==> config.mk <==
export PLATFORM = sky130hd
export DESIGN_NAME = rc_mode_transition_controller_flat
export DESIGN_NICKNAME = d
export VERILOG_FILES = /design/src/sv/rcmt_pkg.sv /design/src/sv/rcmt_if.sv /design/src/sv/rcmt_lane.sv /design/src/sv/rcmt_merge.sv /design/src/sv/rcmt_emit.sv /design/src/sv/rc_mode_transition_controller.sv /design/src/flat_wrapper.sv
export SDC_FILE = /design/constraint.sdc
export NUM_CORES = 2
export LEC_CHECK = 0
export BUFFER_PORTS_ARGS = -buffer_cell sky130_fd_sc_hd__clkbuf_2
export CAP_MARGIN = 5
export CORE_UTILIZATION = 65
export DETAILED_ROUTE_END_ITERATION = 10
export PLACE_DENSITY = 0.86
export SYNTH_ARGS = -nofsm -noshare
export SYNTH_HDL_FRONTEND = slang
export SYNTH_HIERARCHICAL = 1
export SYNTH_SLANG_ARGS = --single-unit
==> constraint.sdc <==
create_clock -name clk_i -period 25.1 [get_ports clk_i]
set_input_delay 5.02 -clock clk_i [delete_from_list [all_inputs] [get_ports clk_i]]
set_output_delay 5.02 -clock clk_i [all_outputs]
set_load 0.05 [all_outputs]
==> src/sv/rcmt_pkg.sv <==
// ----------------------------------------------------------------------------
// rcmt_pkg
// Shared types and constants for the RC mode transition controller.
// ----------------------------------------------------------------------------
package rcmt_pkg;

  localparam int unsigned WW = 15;
  localparam int unsigned NCH = 4;
  localparam int unsigned NOUTS = 9;
  localparam int unsigned IW = 4;

  localparam logic [2:0] CFG_PWM_MIN = 3'd0;
  localparam logic [2:0] CFG_PWM_MAX = 3'd1;
  localparam logic [2:0] CFG_LOW_THR = 3'd2;
  localparam logic [2:0] CFG_HIGH_THR = 3'd3;
  localparam logic [2:0] CFG_FLOOR = 3'd4;

  localparam logic [1:0] ACT_STOP = 2'd0;
  localparam logic [1:0] ACT_EXTEND = 2'd1;
  localparam logic [1:0] ACT_RETRACT = 2'd2;

  typedef struct packed {
    logic [WW-1:0] pwm_min;
    logic [WW-1:0] pwm_max;
    logic [WW-1:0] low_thr;
    logic [WW-1:0] high_thr;
    logic [WW-1:0] floor_w;
  } cfg_t;

  typedef struct packed {
    logic [WW-1:0] lock_pulse;
    logic [WW-1:0] mode_pulse;
    logic [WW-1:0] actuator_pulse;
    logic [WW-1:0] gear_pulse;
  } in_item_t;

  typedef struct packed {
    logic          is_status;
    logic [IW-1:0] output_index;
    logic [WW-1:0] output_value;
    logic          locked;
    logic          surface_mode;
    logic          transition_active;
    logic [1:0]    actuator_state;
    logic          gear_down;
    logic          last;
  } out_item_t;

  // per-channel threshold findings
  typedef struct packed {
    logic hi;
    logic lo;
    logic above_floor;
  } lane_flags_t;

  // one frame's change set handed to the emitter
  typedef struct packed {
    logic [NOUTS-1:0] chg;
    logic [5:0][7:0]  ang;
    logic [2:0][WW-1:0] wid;
    logic          locked;
    logic          surface;
    logic          active;
    logic [1:0]    act;
    logic          gear;
  } frame_t;

endpackage

==> src/sv/rcmt_if.sv <==
// ----------------------------------------------------------------------------
// rcmt_if
// Valid/ready channel carrying one payload.
// ----------------------------------------------------------------------------
interface rcmt_if #(
  parameter type T = logic
);
  logic valid;
  logic ready;
  T     data;
  modport source (output valid, output data, input ready);
  modport sink (input valid, input data, output ready);
endinterface

==> src/sv/rcmt_lane.sv <==
// ----------------------------------------------------------------------------
// rcmt_lane
// One channel: floor test, clamp, moving-average window and thresholds.
// ----------------------------------------------------------------------------
module rcmt_lane #(
  parameter int unsigned TAPS = 5
) (
  input  logic                  clk_i,
  input  logic                  rst_ni,
  input  logic                  en_i,
  input  logic [$clog2(TAPS+1)-1:0] pos_i,
  input  logic [rcmt_pkg::WW-1:0] raw_i,
  input  rcmt_pkg::cfg_t        cfg_i,
  output rcmt_pkg::lane_flags_t flags_o
);
  import rcmt_pkg::*;

  localparam int unsigned SW = WW + $clog2(TAPS+1);
  localparam int unsigned PW = $clog2(TAPS+1);
  // reciprocal of TAPS, exact for every window sum
  localparam int unsigned RS = SW + 4;
  localparam int unsigned MW = RS + 1;
  localparam int unsigned PRW = SW + RS + 1;
  localparam logic [MW-1:0] RM = MW'((2**RS + TAPS - 1) / TAPS);

  logic [TAPS-1:0][WW-1:0] win_q;
  logic [WW-1:0] samp;
  logic [SW-1:0] sum;
  logic [PRW-1:0] prod;
  logic [WW-1:0] avg;

  always_comb begin
    samp = raw_i;
    if (raw_i > cfg_i.floor_w) begin
      if (raw_i < cfg_i.pwm_min) samp = cfg_i.pwm_min;
      else if (raw_i > cfg_i.pwm_max) samp = cfg_i.pwm_max;
    end
  end

  always_ff @(posedge clk_i or negedge rst_ni) begin
    if (!rst_ni) begin
      win_q <= '0;
    end else if (en_i) begin
      for (int k = 0; k < TAPS; k++) begin
        if (pos_i == PW'(k)) win_q[k] <= samp;
      end
    end
  end

  always_comb begin
    sum = SW'(samp);
    for (int k = 0; k < TAPS; k++) begin
      if (pos_i != PW'(k)) sum = sum + SW'(win_q[k]);
    end
    prod = PRW'(sum) * PRW'(RM);
    avg = WW'(prod >> RS);
    flags_o.hi = avg > cfg_i.high_thr;
    flags_o.lo = avg < cfg_i.low_thr;
    flags_o.above_floor = avg > cfg_i.floor_w;
  end

endmodule

==> src/sv/rcmt_merge.sv <==
// ----------------------------------------------------------------------------
// rcmt_merge
// Combines lane findings into mode state, ramp angles and output widths.
// ----------------------------------------------------------------------------
module rcmt_merge #(
  parameter int unsigned STEPS1 = 100,
  parameter int unsigned STEPS2 = 90
) (
  input  logic                           clk_i,
  input  logic                           rst_ni,
  input  logic                           en_i,
  input  rcmt_pkg::lane_flags_t [3:0]    flags_i,
  input  rcmt_pkg::cfg_t                 cfg_i,
  output rcmt_pkg::frame_t               frame_o
);
  import rcmt_pkg::*;

  // reciprocals of the step counts, exact for 14-bit products
  localparam int unsigned RS = 21;
  localparam logic [21:0] M1 = 22'((2**RS + STEPS1 - 1) / STEPS1);
  localparam logic [21:0] M2 = 22'((2**RS + STEPS2 - 1) / STEPS2);

  logic lock_q, lock_d, mode_q, mode_d, act_q, act_d, gear_q, gear_d;
  logic [1:0] am_d;
  logic [6:0] s1_q, s1_d, s2_q, s2_d;
  logic [5:0][7:0] ang_q, ang_d;
  logic [2:0][WW-1:0] wid_q, wid_d;
  logic [NOUTS-1:0] chg;
  logic [13:0] p1, p2;
  logic [35:0] q1, q2;
  logic [7:0] d1, d2;
  logic [5:0][7:0] na;
  logic [5:0] upd;
  logic [WW:0] mid;
  logic [WW-1:0] w, g;

  function automatic logic [WW-1:0] clampv(logic [WW-1:0] v, cfg_t c);
    if (v < c.pwm_min) return c.pwm_min;
    if (v > c.pwm_max) return c.pwm_max;
    return v;
  endfunction

  function automatic logic [7:0] cap(logic [7:0] v);
    return (v > 8'd180) ? 8'd180 : v;
  endfunction

  always_comb begin
    lock_d = lock_q;
    if (flags_i[0].lo) lock_d = 1'b1;
    else if (flags_i[0].hi) lock_d = 1'b0;
    mode_d = mode_q;
    act_d = act_q;
    if (!lock_d && !act_q) begin
      if (flags_i[1].lo && mode_q) begin
        mode_d = 1'b0; act_d = 1'b1;
      end else if (flags_i[1].hi && !mode_q) begin
        mode_d = 1'b1; act_d = 1'b1;
      end
    end
    if (flags_i[2].hi) am_d = ACT_EXTEND;
    else if (flags_i[2].lo && flags_i[2].above_floor) am_d = ACT_RETRACT;
    else am_d = ACT_STOP;
    gear_d = gear_q;
    if (flags_i[3].hi) gear_d = 1'b1;
    else if (flags_i[3].lo && flags_i[3].above_floor) gear_d = 1'b0;

    p1 = 14'(s1_q) * 14'd110;
    p2 = 14'(s2_q) * 14'd90;
    q1 = 36'(p1) * 36'(M1);
    q2 = 36'(p2) * 36'(M2);
    d1 = 8'(q1 >> RS);
    d2 = 8'(q2 >> RS);
    s1_d = s1_q;
    s2_d = s2_q;
    upd = '0;
    na = ang_q;
    if (act_d) begin
      if (32'(s1_q) < STEPS1) begin
        upd[1:0] = 2'b11;
        na[0] = cap(mode_d ? 8'd130 - d1 : 8'd20 + d1);
        na[1] = cap(mode_d ? 8'd45 + d1 : 8'd155 - d1);
        s1_d = s1_q + 7'd1;
      end else if (32'(s2_q) < STEPS2) begin
        upd[5:2] = 4'b1111;
        na[2] = cap(mode_d ? 8'd90 - d2 : d2);
        na[3] = na[2];
        na[4] = cap(mode_d ? 8'd80 + d2 : 8'd170 - d2);
        na[5] = na[4];
        s2_d = s2_q + 7'd1;
      end else begin
        act_d = 1'b0;
        s1_d = '0;
        s2_d = '0;
      end
    end
    for (int i = 0; i < 6; i++) begin
      chg[i] = upd[i] && (na[i] != ang_q[i]);
      ang_d[i] = chg[i] ? na[i] : ang_q[i];
    end
    mid = ({1'b0, cfg_i.pwm_min} + {1'b0, cfg_i.pwm_max}) >> 1;
    case (am_d)
      ACT_EXTEND: w = cfg_i.pwm_max;
      ACT_RETRACT: w = cfg_i.pwm_min;
      default: w = WW'(mid);
    endcase
    w = clampv(w, cfg_i);
    g = clampv(gear_d ? cfg_i.pwm_max : cfg_i.pwm_min, cfg_i);
    wid_d[0] = w;
    wid_d[1] = w;
    wid_d[2] = g;
    for (int i = 0; i < 3; i++) chg[6+i] = wid_d[i] != wid_q[i];
  end

  always_ff @(posedge clk_i or negedge rst_ni) begin
    if (!rst_ni) begin
      lock_q <= 1'b1;
      mode_q <= 1'b0;
      act_q <= 1'b0;
      gear_q <= 1'b0;
      s1_q <= '0;
      s2_q <= '0;
      ang_q <= {8'd80, 8'd80, 8'd90, 8'd90, 8'd45, 8'd130};
      wid_q <= {WW'(1000), WW'(1500), WW'(1500)};
      frame_o <= '0;
    end else if (en_i) begin
      lock_q <= lock_d;
      mode_q <= mode_d;
      act_q <= act_d;
      gear_q <= gear_d;
      s1_q <= s1_d;
      s2_q <= s2_d;
      ang_q <= ang_d;
      wid_q <= wid_d;
      frame_o.chg <= chg;
      frame_o.ang <= ang_d;
      frame_o.wid <= wid_d;
      frame_o.locked <= lock_d;
      frame_o.surface <= mode_d;
      frame_o.active <= act_d;
      frame_o.act <= am_d;
      frame_o.gear <= gear_d;
    end
  end

endmodule

==> src/sv/rcmt_emit.sv <==
// ----------------------------------------------------------------------------
// rcmt_emit
// Serializes a frame's change set into result transfers, status last.
// ----------------------------------------------------------------------------
module rcmt_emit (
  input  logic             clk_i,
  input  logic             rst_ni,
  input  logic             load_i,
  input  rcmt_pkg::frame_t frame_i,
  output logic             busy_o,
  output logic             done_o,
  rcmt_if.source           out
);
  import rcmt_pkg::*;

  logic busy_q;
  frame_t fr_q;
  logic [NOUTS-1:0] pend_q;
  logic [IW-1:0] idx;
  logic fire;

  always_comb begin
    idx = '0;
    for (int i = NOUTS - 1; i >= 0; i--) begin
      if (pend_q[i]) idx = IW'(i);
    end
    out.valid = busy_q;
    out.data = '0;
    if (pend_q != '0) begin
      out.data.output_index = idx;
      out.data.output_value = (idx < IW'(6)) ? WW'(fr_q.ang[idx[2:0]])
                                             : fr_q.wid[idx[1:0] - 2'd2];
    end else begin
      out.data.is_status = 1'b1;
      out.data.locked = fr_q.locked;
      out.data.surface_mode = fr_q.surface;
      out.data.transition_active = fr_q.active;
      out.data.actuator_state = fr_q.act;
      out.data.gear_down = fr_q.gear;
      out.data.last = 1'b1;
    end
    fire = busy_q && out.ready;
    done_o = fire && (pend_q == '0);
    busy_o = busy_q;
  end

  always_ff @(posedge clk_i or negedge rst_ni) begin
    if (!rst_ni) begin
      busy_q <= 1'b0;
      pend_q <= '0;
    end else if (load_i) begin
      busy_q <= 1'b1;
      pend_q <= frame_i.chg;
    end else if (fire) begin
      if (pend_q == '0) busy_q <= 1'b0;
      else pend_q[idx] <= 1'b0;
    end
  end

  always_ff @(posedge clk_i) begin
    if (load_i) fr_q <= frame_i;
  end

endmodule

==> src/sv/rc_mode_transition_controller.sv <==
// ----------------------------------------------------------------------------
// rc_mode_transition_controller
// Four-lane RC frame filter with servo ramp and change reporting.
// ----------------------------------------------------------------------------
// One frame enters per transfer; four lanes clamp and filter the channels in
// the accepting cycle and a merge stage registers the new state at that edge.
// The frame waits in stage_q until the emitter is idle or finishing, and the
// emitter then sends one result per cycle while the sink is ready: the changed
// outputs in index order, then a status item. The first result is offered the
// cycle after the emitter takes the frame. The next frame is taken while the
// previous results are still being sent.
module rc_mode_transition_controller #(
  parameter int unsigned FILTER_TAPS = 5,
  parameter int unsigned FIRST_PHASE_STEPS = 100,
  parameter int unsigned SECOND_PHASE_STEPS = 90
) (
  input  logic                   clk_i,
  input  logic                   rst_ni,
  input  logic                   cfg_we_i,
  input  logic [2:0]             cfg_idx_i,
  input  logic [rcmt_pkg::WW-1:0] cfg_data_i,
  rcmt_if.sink                   in,
  rcmt_if.source                 out
);
  import rcmt_pkg::*;

  localparam int unsigned PW = $clog2(FILTER_TAPS+1);

  cfg_t cfg_q;
  logic [PW-1:0] pos_q;
  lane_flags_t [3:0] flags;
  logic [3:0][WW-1:0] raw;
  logic acc, stage_q, busy, done;
  frame_t frame;

  always_ff @(posedge clk_i or negedge rst_ni) begin
    if (!rst_ni) begin
      cfg_q <= {WW'(1000), WW'(2000), WW'(1100), WW'(1900), WW'(500)};
    end else if (cfg_we_i) begin
      case (cfg_idx_i)
        CFG_PWM_MIN: cfg_q.pwm_min <= cfg_data_i;
        CFG_PWM_MAX: cfg_q.pwm_max <= cfg_data_i;
        CFG_LOW_THR: cfg_q.low_thr <= cfg_data_i;
        CFG_HIGH_THR: cfg_q.high_thr <= cfg_data_i;
        CFG_FLOOR: cfg_q.floor_w <= cfg_data_i;
        default: ;
      endcase
    end
  end

  // stage_q: merged frame waiting for the emitter
  assign in.ready = !stage_q || !busy || done;
  assign acc = in.valid && in.ready;
  assign raw = {in.data.gear_pulse, in.data.actuator_pulse,
                in.data.mode_pulse, in.data.lock_pulse};

  always_ff @(posedge clk_i or negedge rst_ni) begin
    if (!rst_ni) begin
      pos_q <= '0;
      stage_q <= 1'b0;
    end else begin
      if (acc) pos_q <= (pos_q == PW'(FILTER_TAPS - 1)) ? '0 : pos_q + 1'b1;
      if (acc) stage_q <= 1'b1;
      else if (stage_q && (!busy || done)) stage_q <= 1'b0;
    end
  end

  for (genvar c = 0; c < 4; c++) begin : g_lane
    rcmt_lane #(.TAPS(FILTER_TAPS)) u_lane (
      .clk_i, .rst_ni, .en_i(acc), .pos_i(pos_q), .raw_i(raw[c]),
      .cfg_i(cfg_q), .flags_o(flags[c])
    );
  end

  rcmt_merge #(.STEPS1(FIRST_PHASE_STEPS), .STEPS2(SECOND_PHASE_STEPS)) u_merge (
    .clk_i, .rst_ni, .en_i(acc), .flags_i(flags), .cfg_i(cfg_q), .frame_o(frame)
  );

  rcmt_emit u_emit (
    .clk_i, .rst_ni, .load_i(stage_q && (!busy || done)), .frame_i(frame),
    .busy_o(busy), .done_o(done), .out(out)
  );

`ifndef SYNTHESIS
  a_last_is_status: assert property (@(posedge clk_i) disable iff (!rst_ni)
    out.valid |-> (out.data.last == out.data.is_status))
    else $error("last without status");
  a_no_overrun: assert property (@(posedge clk_i) disable iff (!rst_ni)
    (stage_q && busy && !done) |-> !in.ready)
    else $error("frame overrun");
  a_pos_range: assert property (@(posedge clk_i) disable iff (!rst_ni)
    pos_q < PW'(FILTER_TAPS))
    else $error("window position out of range");
`endif

endmodule

==> src/flat_wrapper.sv <==
// flat-port wrapper written by rule: the top's interface ports become plain ports
module rc_mode_transition_controller_flat import rcmt_pkg::*;
#(
  parameter int unsigned FILTER_TAPS = 5,
  parameter int unsigned FIRST_PHASE_STEPS = 100,
  parameter int unsigned SECOND_PHASE_STEPS = 90
)
  (clk_i, rst_ni, cfg_we_i, cfg_idx_i, cfg_data_i, in_valid, in_data, in_ready, out_valid, out_data, out_ready);
  rcmt_if #(.T(in_item_t)) in_i ();
  rcmt_if #(.T(out_item_t)) out_i ();
  input  logic clk_i;
  input  logic rst_ni;
  input  logic cfg_we_i;
  input  logic [2:0] cfg_idx_i;
  input  logic [rcmt_pkg::WW-1:0] cfg_data_i;
  input wire logic [$bits(in_i.valid)-1:0] in_valid;
  input wire logic [$bits(in_i.data)-1:0] in_data;
  output wire logic [$bits(in_i.ready)-1:0] in_ready;
  output wire logic [$bits(out_i.valid)-1:0] out_valid;
  output wire logic [$bits(out_i.data)-1:0] out_data;
  input wire logic [$bits(out_i.ready)-1:0] out_ready;
  assign in_i.valid = in_valid;
  assign in_i.data = in_data;
  assign in_ready = in_i.ready;
  assign out_valid = out_i.valid;
  assign out_data = out_i.data;
  assign out_i.ready = out_ready;
  rc_mode_transition_controller #(.FILTER_TAPS(FILTER_TAPS), .FIRST_PHASE_STEPS(FIRST_PHASE_STEPS), .SECOND_PHASE_STEPS(SECOND_PHASE_STEPS)) u_core (.clk_i(clk_i), .rst_ni(rst_ni), .cfg_we_i(cfg_we_i), .cfg_idx_i(cfg_idx_i), .cfg_data_i(cfg_data_i), .in(in_i), .out(out_i));
endmodule
**Yosys cells after proc, flatten, opt, wreduce, memory -nomap -nowiden**

Cells that the tools add are included.
W data, S select, Z words.

- Add/sub/neg operators: 32
- $mul: 8
- Divide/modulo/power cells: 0
- $lt $le $gt $ge: 37
- Equal/unequal tests: 24
- Shift operators: 0
- Muxes and demuxes: 116
- Bitwise operators: 3
- Reduce and logical (&&, ||, !) cells: 46

Operators by type and width:

| operator | number |
|---|---|
| $mux W15 | 23 |
| $add A18 B15 Y18 | 16 |
| $mux W18 | 16 |
| $gt A15 B15 Y1 | 16 |
| $lt A15 B15 Y1 | 10 |
| $mul A18 B20 Y37 const B | 4 |
| $mux W8 | 15 |
| $add A15 B15 Y16 | 5 |
| $mux W16 | 5 |
| $mux W32 | 2 |
| $mux W48 | 1 |
| $ne A8 B8 Y1 | 6 |
| $mux W4 | 11 |
| $gt A8 B8 Y1 const B | 4 |
| $bmux W15 S2 | 1 |
| $ne A15 B15 Y1 | 2 |
| $pmux W15 S2 | 1 |
| $mux W7 | 4 |
| $mul A13 B14 Y27 const B | 1 |
| $mux W9 | 3 |
| $mul A13 B13 Y26 const B | 1 |
| $mul A7 B6 Y13 const B | 2 |
| $mux W1 | 26 |
| $bmux W8 S3 | 1 |
| other kinds (41) | 90 |

- Register bits after elaboration: 659
- Bits in latches: 0
- RAM bits: 0
- ROM bits: 0
- Output and inout port bits: 29
- Logic and storage cells: 333
- Memories: 0

**Depth between registers and ports, before layout**

- Word-level depth: 30
- Gate-level depth with buffers: 107

**By module**

Netlist, hierarchy kept.

By module, submodules not included:

| module | instances | cells each | area each (um^2) |
|---|---|---|---|
| rcmt_merge | 1 | 2271 | 19642.6 |
| rcmt_lane at u_core.g_lane[3].u_lane | 1 | 1800 | 14697.8 |
| rcmt_lane at u_core.g_lane[0].u_lane | 1 | 1727 | 14492.6 |
| rcmt_lane at u_core.g_lane[1].u_lane | 1 | 1738 | 14274.9 |
| rcmt_lane at u_core.g_lane[2].u_lane | 1 | 1728 | 14272.4 |
| rcmt_emit | 1 | 294 | 4471.8 |
| rc_mode_transition_controller | 1 | 185 | 3194.3 |

**Worst setup path after synthesis**

No wires, ideal clock.

- Kind: input -> register
- From: input in_data[16]
- To: register u_core/u_merge/frame_o[106] (netlist bit)
- Arrival: 23697 ps
- Data required time: 24972 ps
- Slack: 1274 ps
- Stages: 98
- Path through: ha_1 a21o_1 a21o_1 a21oi_1 nor2b_1 o21ai_1 a211oi_1 a21o_1 buf_2 a21oi_1 buf_2 o22ai_1 inv_1 ha_1 inv_1 fa_1 nor2b_1 o21ai_0 (+62 left out) o21ai_0 ha_1 nor2b_1 o21a_1 o21a_1 o21a_1 o21a_1 o21ai_0 and4b_1 clkbuf_1 or2_2 clkbuf_1 mux2i_1 a2111oi_0 a31oi_1 nand4b_1 nor4_1 a21oi_1

RTL lines:

| element | RTL line | RTL |
|---|---|---|
| start, declared | flat_wrapper.sv:17 | `input wire logic [$bits(in_i.data)-1:0] in_data;` |
| end, declared | rcmt_merge.sv:14 | `output rcmt_pkg::frame_t frame_o` |

==> metrics.txt <==
Final Setup Violations 0; worst min path class reg -> reg; Worst Hold End u_core/u_emit/fr_q[62]; Die Footprint 131000 sq um; Peak Freq 0.0412 GHz; Most Frequent Cell on Critical Path a21oi_1; Max Fanout on Critical Path 11; HP Start u_core/u_merge/frame_o[62]; root buf cell clkbuf_16; synthesized cell area 84400 sq um; Avg Inst Size Synth ~8.7 sq um; r2r worst-path depth about 90; Clock Sinks about 630; clock tree from TritonCTS built; Met2 Routed Length roughly 120000 um; Critical Path Slowest Stage Cell fa_1; CTS max path bufs 3; Cell Rows around 130; Startpoint Class input pin; Highest Signal Layer met5; met3 wire length 22500 um; Avg WL per Cell ~22 um; fin nets between 10000 and 15000; critical path class in -> reg; Inserted Clock Buffers slightly below 80; Core Region 128000 sq um; HPWL Detailed just over 200000 um; most frequent cells in the layout inv_1 (1481), ha_1 (1458), nand2_1 (816), o21ai_0 (567), fa_1 (504); fin cells roughly 12000; DRT Pass-1 Iters 11; Hold Violations, Final 0; Post-route DRC 2; Tightest Pin Transition ~1.2 ns; commonest non-fill, non-tap cell in the layout inv_1; vias in the first global route 73162; placed cells roughly 11000; worst hold path depth 0; max cap viols 0; largest stage delay on the critical path approximately 0.56 ns; Final Skew roughly 0.052 ns; gr ovfl total 0; DR iter-0 viols slightly above 7000; Syn Nets 11717; largest net degree at the start of global routing about 150; initial core utilization 65.8%; layout cells sized above 1 around a tenth; Skew-Pair Late Insertion Delay roughly 0.73 ns; PortBufs between 100 and 150; Hold Slack between 0.4 and 0.5 ns; cells after synthesis between 9000 and 10000; Die Y between 300 and 400 um; Post-CTS Hold Fix Bufs 0; yosys warns 6; Crit. End Element flip-flop; Ports 112; clock transition at the registers of the reported paths about 0.060 ns; violated checks design-rule violations; Via-to-Cell Ratio roughly 6.3; Tot GR Track Use roughly two fifths; Antenna Nets Post-Route 0; max-slew violation count 0; htree depth 3; GPL Wtd Cong 0.989; Total Wirelength roughly 250000 um; first-pass GRT wire length roughly 390000 um; r2r endpoint u_core/u_merge/frame_o[107]; Via Count around 73000; end-of-flow core utilization 71.1%; WP data required around 26 ns; period utilization 96.8%; initial antenna violation count 26; TNS Setup 0 ns; Area Growth Syn to Fin 8.00%; Final Critical Period approximately 24 ns; worst reg2reg setup slack 4.12 ns; Die W between 300 and 400 um; status finished, violations left; FF-to-FF Start u_core/cfg_q[46]; Arr. time, crit path about 25 ns; worst rel slew slack roughly a fifth; wire length on met1 between 100000 and 150000 um
[cell type report]
class | instances | area [sq um]
flip-flops and latches | 626 | 16200
well taps | 1729 | 2160
fillers | 9751 | 37000
clock buffers | 98 | 2190
inverters | 1489 | 5600
diodes | 15 | 37.5
clock inverters | 49 | 653
multi-input cells | 7230 | 61600
repair buffers | 380 | 2670
[flip-flops by register name, summed over array words and instances (netlist names), 3 cells and up]
name / cells
u_core/u_merge/s2_q: 7
u_core/u_merge/frame_o: 89
u_core/u_merge/ang_q: 18
u_core/g_lane.u_lane/win_q: 300
u_core/u_emit/pend_q: 9
u_core/cfg_q: 75
u_core/u_merge/wid_q: 13
u_core/u_emit/fr_q: 99
u_core/pos_q: 3
u_core/u_merge/s1_q: 7
[worst max path at each step]
stage,start,end,slack [ns],cells past startpoint
CTS,in_data[1],u_core/u_merge/frame_o[107],0.15,99
global route,in_data[4],u_core/u_merge/frame_o[107],-0.15,99
global placement,in_data[1],u_core/u_merge/frame_o[107],-0.34,99
detailed placement,in_data[38],u_core/u_merge/frame_o[76],-0.63,88
floorplan,in_data[16],u_core/u_merge/frame_o[106],1.27,98
finish,in_data[16],u_core/u_merge/frame_o[106],0.81,96
[routing by layer]
layer	GRT usage [%]	vias to the layer above
met5	0	-
met3	8.11	806
met2	61.6	3214
met4	17.1	30
met1	48.7	35569
li1	-	33705
[worst max-delay path, delay by kind of cell]
| family | cells | cell delay [ns] |
|---|---|---|
| AO/OA/AOI/OAI | 42 | 7.31 |
| XOR/XNOR | 6 | 1.17 |
| adder cells (fa/ha/maj) | 15 | 5.99 |
| buffers and inverters | 10 | 1.18 |
| multiplexers | 2 | 0.26 |
| AND/OR/NAND/NOR | 21 | 3.95 |
[per-stage QoR]
step	worst slack (ns)	cell area (sq um)
after floorplan	1.27	84400
after global placement	-0.344	87500
after detailed placement	-0.630	87500
after CTS	0.149	90300
after global routing	-0.151	91100
final	0.806	91200
[repair_timing]
action	CTS	global route
pin swaps	0	33
setup buffers	0	19
resized for setup	1	135
endpoints found under the setup margin	3	117
gates cloned	0	3
Power is not shown: default switching activity piles up to over one toggle a cycle in this logic, so the estimate is an artifact.
